===== config.mk =====
export PLATFORM = sky130hd
export DESIGN_NAME = jvtl_isqrt
export DESIGN_NICKNAME = d
export VERILOG_FILES = /design/src/rtl/jvtl_pkg.sv /design/src/rtl/jvtl_isqrt.sv
export SDC_FILE = /design/constraint.sdc
export NUM_CORES = 2
export LEC_CHECK = 0
export BUFFER_PORTS_ARGS = -buffer_cell sky130_fd_sc_hd__buf_4
export CAP_MARGIN = 40
export CORE_ASPECT_RATIO = 1.5
export CORE_MARGIN = 2
export CORE_UTILIZATION = 50
export CTS_BUF_LIST = sky130_fd_sc_hd__clkbuf_8
export CTS_CLUSTER_SIZE = 28
export DETAILED_ROUTE_END_ITERATION = 10
export PLACE_DENSITY = 0.68
export RECOVER_POWER = 25
export SETUP_SLACK_MARGIN = 0.02
export SKIP_LAST_GASP = 1
export SLEW_MARGIN = 15
export SYNTH_ARGS = -nofsm -noshare
export SYNTH_HDL_FRONTEND = slang
export SYNTH_SLANG_ARGS = --single-unit

===== constraint.sdc =====
create_clock -name clk -period 10.4 [get_ports clk]
set_input_delay 0.52 -clock clk [delete_from_list [all_inputs] [get_ports clk]]
set_output_delay 0.52 -clock clk [all_outputs]
set_load 0.01 [all_outputs]

===== src/rtl/jvtl_pkg.sv =====
// Shared types, constants and helpers of the joint velocity tracking limiter.
`default_nettype none
package jvtl_pkg;

  localparam int unsigned SqrtSteps = 32;
  localparam logic [15:0] RateReset = 16'd100;
  localparam logic [30:0] AccelReset = 31'd655360;
  localparam logic signed [63:0] Margin = 64'sd66;
  localparam logic signed [63:0] S32Max = 64'sd2147483647;
  localparam logic signed [63:0] S32Min = -64'sd2147483648;

  typedef enum logic {
    REG_RATE  = 1'b0,
    REG_ACCEL = 1'b1
  } reg_idx_t;

  typedef enum logic [1:0] {
    CLAMP_NONE  = 2'd0,
    CLAMP_LOWER = 2'd1,
    CLAMP_UPPER = 2'd2
  } clamp_t;

  typedef struct packed {
    logic signed [31:0] cmd;
    logic signed [31:0] lo_dist;
    logic signed [31:0] hi_dist;
    logic        [30:0] speed;
    logic               lo_neg;
    logic               hi_neg;
  } carry_t;

  function automatic logic signed [31:0] sat32(input logic signed [63:0] v);
    logic signed [31:0] r;
    if (v > S32Max) r = S32Max[31:0];
    else if (v < S32Min) r = S32Min[31:0];
    else r = v[31:0];
    return r;
  endfunction

endpackage
`default_nettype wire


===== src/rtl/jvtl_isqrt.sv =====
// Pipelined integer square root, one result bit per stage.
`default_nettype none
module jvtl_isqrt (
  input  wire logic        clk,
  input  wire logic        en,
  input  wire logic [63:0] rad_i,
  output logic      [31:0] root_o
);

  localparam int unsigned N = jvtl_pkg::SqrtSteps;

  logic [63:0] rad_r  [1:N-1];
  logic [32:0] rem_r  [1:N-1];
  logic [31:0] root_r [1:N];

  for (genvar k = 0; k < N; k++) begin : g_step
    logic [63:0] rad_in;
    logic [32:0] rem_in;
    logic [31:0] root_in;
    logic [34:0] part;
    logic [34:0] trial;
    logic [34:0] diff;
    logic        ge;
    if (k == 0) begin : g_first
      assign rad_in  = rad_i;
      assign rem_in  = '0;
      assign root_in = '0;
    end else begin : g_next
      assign rad_in  = rad_r[k];
      assign rem_in  = rem_r[k];
      assign root_in = root_r[k];
    end
    always_comb begin
      part  = {rem_in, rad_in[63:62]};
      trial = {1'b0, root_in, 2'b01};
      diff  = part - trial;
      ge    = (part >= trial);
    end
    always_ff @(posedge clk) begin
      if (en) root_r[k+1] <= {root_in[30:0], ge};
    end
    if (k < N - 1) begin : g_carry
      always_ff @(posedge clk) begin
        if (en) begin
          rad_r[k+1] <= {rad_in[61:0], 2'b00};
          rem_r[k+1] <= ge ? diff[32:0] : part[32:0];
        end
      end
    end
  end

  assign root_o = root_r[N];

endmodule
`default_nettype wire


==> reports/results.txt <==
Outcome = finished clean
Post-synth ARST share = 0%
Critical Path RT = 11.09 ns
Max Slew Vio Count = 0
Layout cell share with drive strength beyond 1 = 8.318%
Initial antenna violation count = 6
TritonCTS Buffers = 382
Via density = 5.563
Largest net degree at the start of global routing = 227
Fin area = 129100 um2
Global-route wire length before repair = 408500 um
Final min period = 4.293 ns
Worst Reg-to-Reg Cells = 9
Worst-Margin Slew = 1.311 ns
Seq/Total Area, Yosys = 64.35%
Most frequent cells in the layout = edfxtp_1, inv_1, nand2_1
Syn nets = 9637
Synth Area in Simple Gates = 10.02%
Capturing point of the worst reg2reg path = rem_r[8][22]
Number of global-route vias before repair = 73650
Area grow syn2layout = 10.85%
Filler cell count = 18960
Inst Count DP = 12060
Root buffer cell = clkbuf_8
Final WL = 266800 um
Leak pwr = 49.58 nW
Max VDD drop = 157.3 uV
Syn. warnings = 0
Met1 Use GR = 20.78%
Non-filler instance count after layout = 12830
Drc violations = 0
Clock transition at path regs = 0.06 ns
CP Capture Type = flip-flop
Mapped Area = 116400 um2
Largest family of logic cells by synthesized area = simple AND/OR/NAND/NOR gates
Count of flip-flops with a built-in enable after synthesis = 2495
CTS tree = built
Initial Util = 50.15%
Period utilization = 41.28%
Fmax = 0.2330 GHz
PortBufs = 97
Met3 GRT Util = 3.323%
XOR/XNOR Fraction of Synth Area = 5.928%
P per Cell Area = 214.2 nW/um2
CP arrival = 4.98 ns
Global-route usage over all layers = 22.27%
Total grt overflow = 0
Switching power = 8.306 mW
Seq pwr share = 49.5%
Remaining antenna violation count after routing = 0
H-tree Lvls = 5
Adder-cell share of the synthesized area = 6.029%
Final Skew = 0.09791 ns
Synth Area in Compound Gates = 9.940%
GRT met2 Usage = 42.63%
Mapped Cells = 9010
Die height = 595.0 um
Sum Neg Setup Slack = 0 ns
Crit path kind = reg -> reg
Maxcap violations = 0
Critical path peak fanout = 15
Finish-stage setup viols = 0
Hold crit path type = in -> reg
IO Pins = 98
R2R Setup Slk = 6.11 ns
Starting DRT DRC Count = 4505
Final core occ = 55.59%
Pint = 19.33 mW
Placed Area = 121000 um2
Hold Vio Cnt, Final = 0
Final #Nets = 10080
Rel. slew slack = 12.57%
Post-DP HPWL = 194800 um
CTS max path bufs = 4
Core Rows = 217
Top Usage Layer GRT = met2
Most common cell after layout, fill and taps aside = edfxtp_1
Clk Latency, worst-skew pair = 1.00 ns
Post-cts resize count = 0
Die area = 236800 um2
Crit. Startpoint = rem_r[7][22]
Core Footprint = 232100 um2
R2R Path Start = rem_r[7][22]
1st-pass router iterations = 7
Proportion of power drawn by the clock network = 28.7%
Horiz. Die Dim = 398.0 um
RSZ-0062 raised after global routing = false
Worst setup SP type = flip-flop
Combinational power share = 21.8%
Synth cell types = 100
Per-cell routed wire length = 20.79 um
Via count = 71370
Sink Count = 2495
Mean Syn Cell Area = 12.92 um2
Ys flop type = edfxtp_1
RePlAce Congestion = 0.9682
Worst Setup EP = rem_r[8][22]
Synth Register Bits = 2495
Post-synthesis mux area share = 0.8436%
Sw frac = 30.05%
## critical path, stage by stage, from the launching register on
cell,delay (ns)
edfxtp_1,0.46
or4_1,0.62
or4_1,0.52
nor4_1,0.44
nor2b_1,0.22
nand4_1,0.62
inv_1,0.49
or4_1,0.34
nor4_1,0.11
xor2_1,0.17
## worst min path at each step
| stage | startpoint | end | slack, ns | cells after the start |
|---|---|---|---|---|
| after global routing | rad_i[5] | rad_r[1][5] | 0.19 | 2 |
| final | rad_i[60] | rad_r[1][60] | 0.26 | 2 |
| after floorplan | rad_r[9][16] | rad_r[10][18] | 0.40 | 0 |
| after CTS | rad_i[60] | rad_r[1][60] | 0.13 | 2 |
| after detailed placement | rad_r[11][31] | rad_r[12][33] | 0.40 | 0 |
| after global placement | rad_r[10][33] | rad_r[11][35] | 0.40 | 0 |
## layer usage
layer / share of wire, % / vias to the layer above
li1: - / 34360
met1: 33 / 34330
met2: 55 / 1846
met3: 3.7 / 837
met4: 8.6 / 0
met5: 0 / -
## cell type report
| type | instances | area (um2) | share of cell area [%] |
|---|---|---|---|
| Clock inverter | 286 | 1961 | 1.519 |
| Clock buffer | 388 | 5340 | 4.138 |
| Sequential cell | 2495 | 74920 | 58.05 |
| Multi-Input combinational cell | 5634 | 38240 | 29.63 |
| Tap cell | 3066 | 3836 | 2.973 |
| Inverter | 709 | 2661 | 2.062 |
| Timing Repair Buffer | 226 | 2034 | 1.576 |
| Antenna cell | 25 | 62.56 | 0.04848 |
## repair_timing
| item | in CTS | in global routing |
|---|---|---|
| hold endpoints to repair | 83 | 0 |
| buffers inserted | 0 | 0 |
| hold buffers | 66 | 0 |
## kinds of logic (layout without fill, tap and decap cells)
group           Yosys count  after routing
mux                      89             89
fa+ha+maj               561            561
compound gates         1839           1839
flops                  2495           2495
xor+xnor                788            788
buf+inv                 881           1609
simple gates           2356           2356
other cells               1             26
## sequential cells by signal (all words and copies together), names as in the netlist
signal  flops
rad_r     992
rem_r     975
root_r    528
## metrics by stage
stage	hold slack, ns	setup WS [ns]	total power [mW]
2_1_floorplan	0.4003	7.069	17.69
3_3_place_gp	0.4004	6.070	19.72
3_5_place_dp	0.4045	6.098	19.83
4_1_cts	0.1279	6.023	27.90
5_1_grt	0.1882	5.713	29.06
6_report	0.2580	6.107	27.64
## cells in the mapped netlist, types with 38 or more instances
| cell | instances | area, um2 |
|---|---|---|
| xor2_1 | 415 | 3635 |
| nor2_1 | 520 | 1952 |
| nor3_1 | 237 | 1186 |
| a21boi_0 | 39 | 292.8 |
| a21oi_1 | 495 | 2477 |
| and2_1 | 39 | 244.0 |
| o21ai_0 | 511 | 2557 |
| nor4_1 | 123 | 769.5 |
| edfxtp_1 | 2495 | 74920 |
| a21o_1 | 228 | 1712 |
| o31ai_1 | 67 | 503.0 |
| a31oi_1 | 53 | 331.6 |
| and3_1 | 59 | 369.1 |
| inv_1 | 707 | 2654 |
| o21a_1 | 119 | 893.4 |
| a211oi_1 | 53 | 397.9 |
| mux2_2 | 73 | 822.0 |
| or2_2 | 40 | 250.2 |
| o21bai_1 | 38 | 285.3 |
| nand2b_1 | 113 | 706.9 |
| ha_1 | 561 | 7019 |
| or4_1 | 81 | 608.1 |
| or3_1 | 108 | 675.7 |
| nand4_1 | 78 | 488.0 |
| nor2b_1 | 64 | 400.4 |
| nand3_1 | 139 | 695.7 |
| clkbuf_1 | 126 | 473.0 |
| nand2_1 | 657 | 2466 |
| xnor2_1 | 373 | 3267 |
## power by group through the flow
| stage | logic (mW) | registers [mW] | clock network (mW) |
|---|---|---|---|
| 2_1_floorplan | 4.32 | 13.4 | 0 |
| 3_3_place_gp | 5.88 | 13.8 | 0 |
| 3_5_place_dp | 5.96 | 13.9 | 0 |
| 4_1_cts | 6.02 | 13.7 | 8.21 |
| 5_1_grt | 6.67 | 13.8 | 8.61 |
| 6_report | 6.03 | 13.7 | 7.93 |
Note: power is estimated with default switching activity, not from simulation.
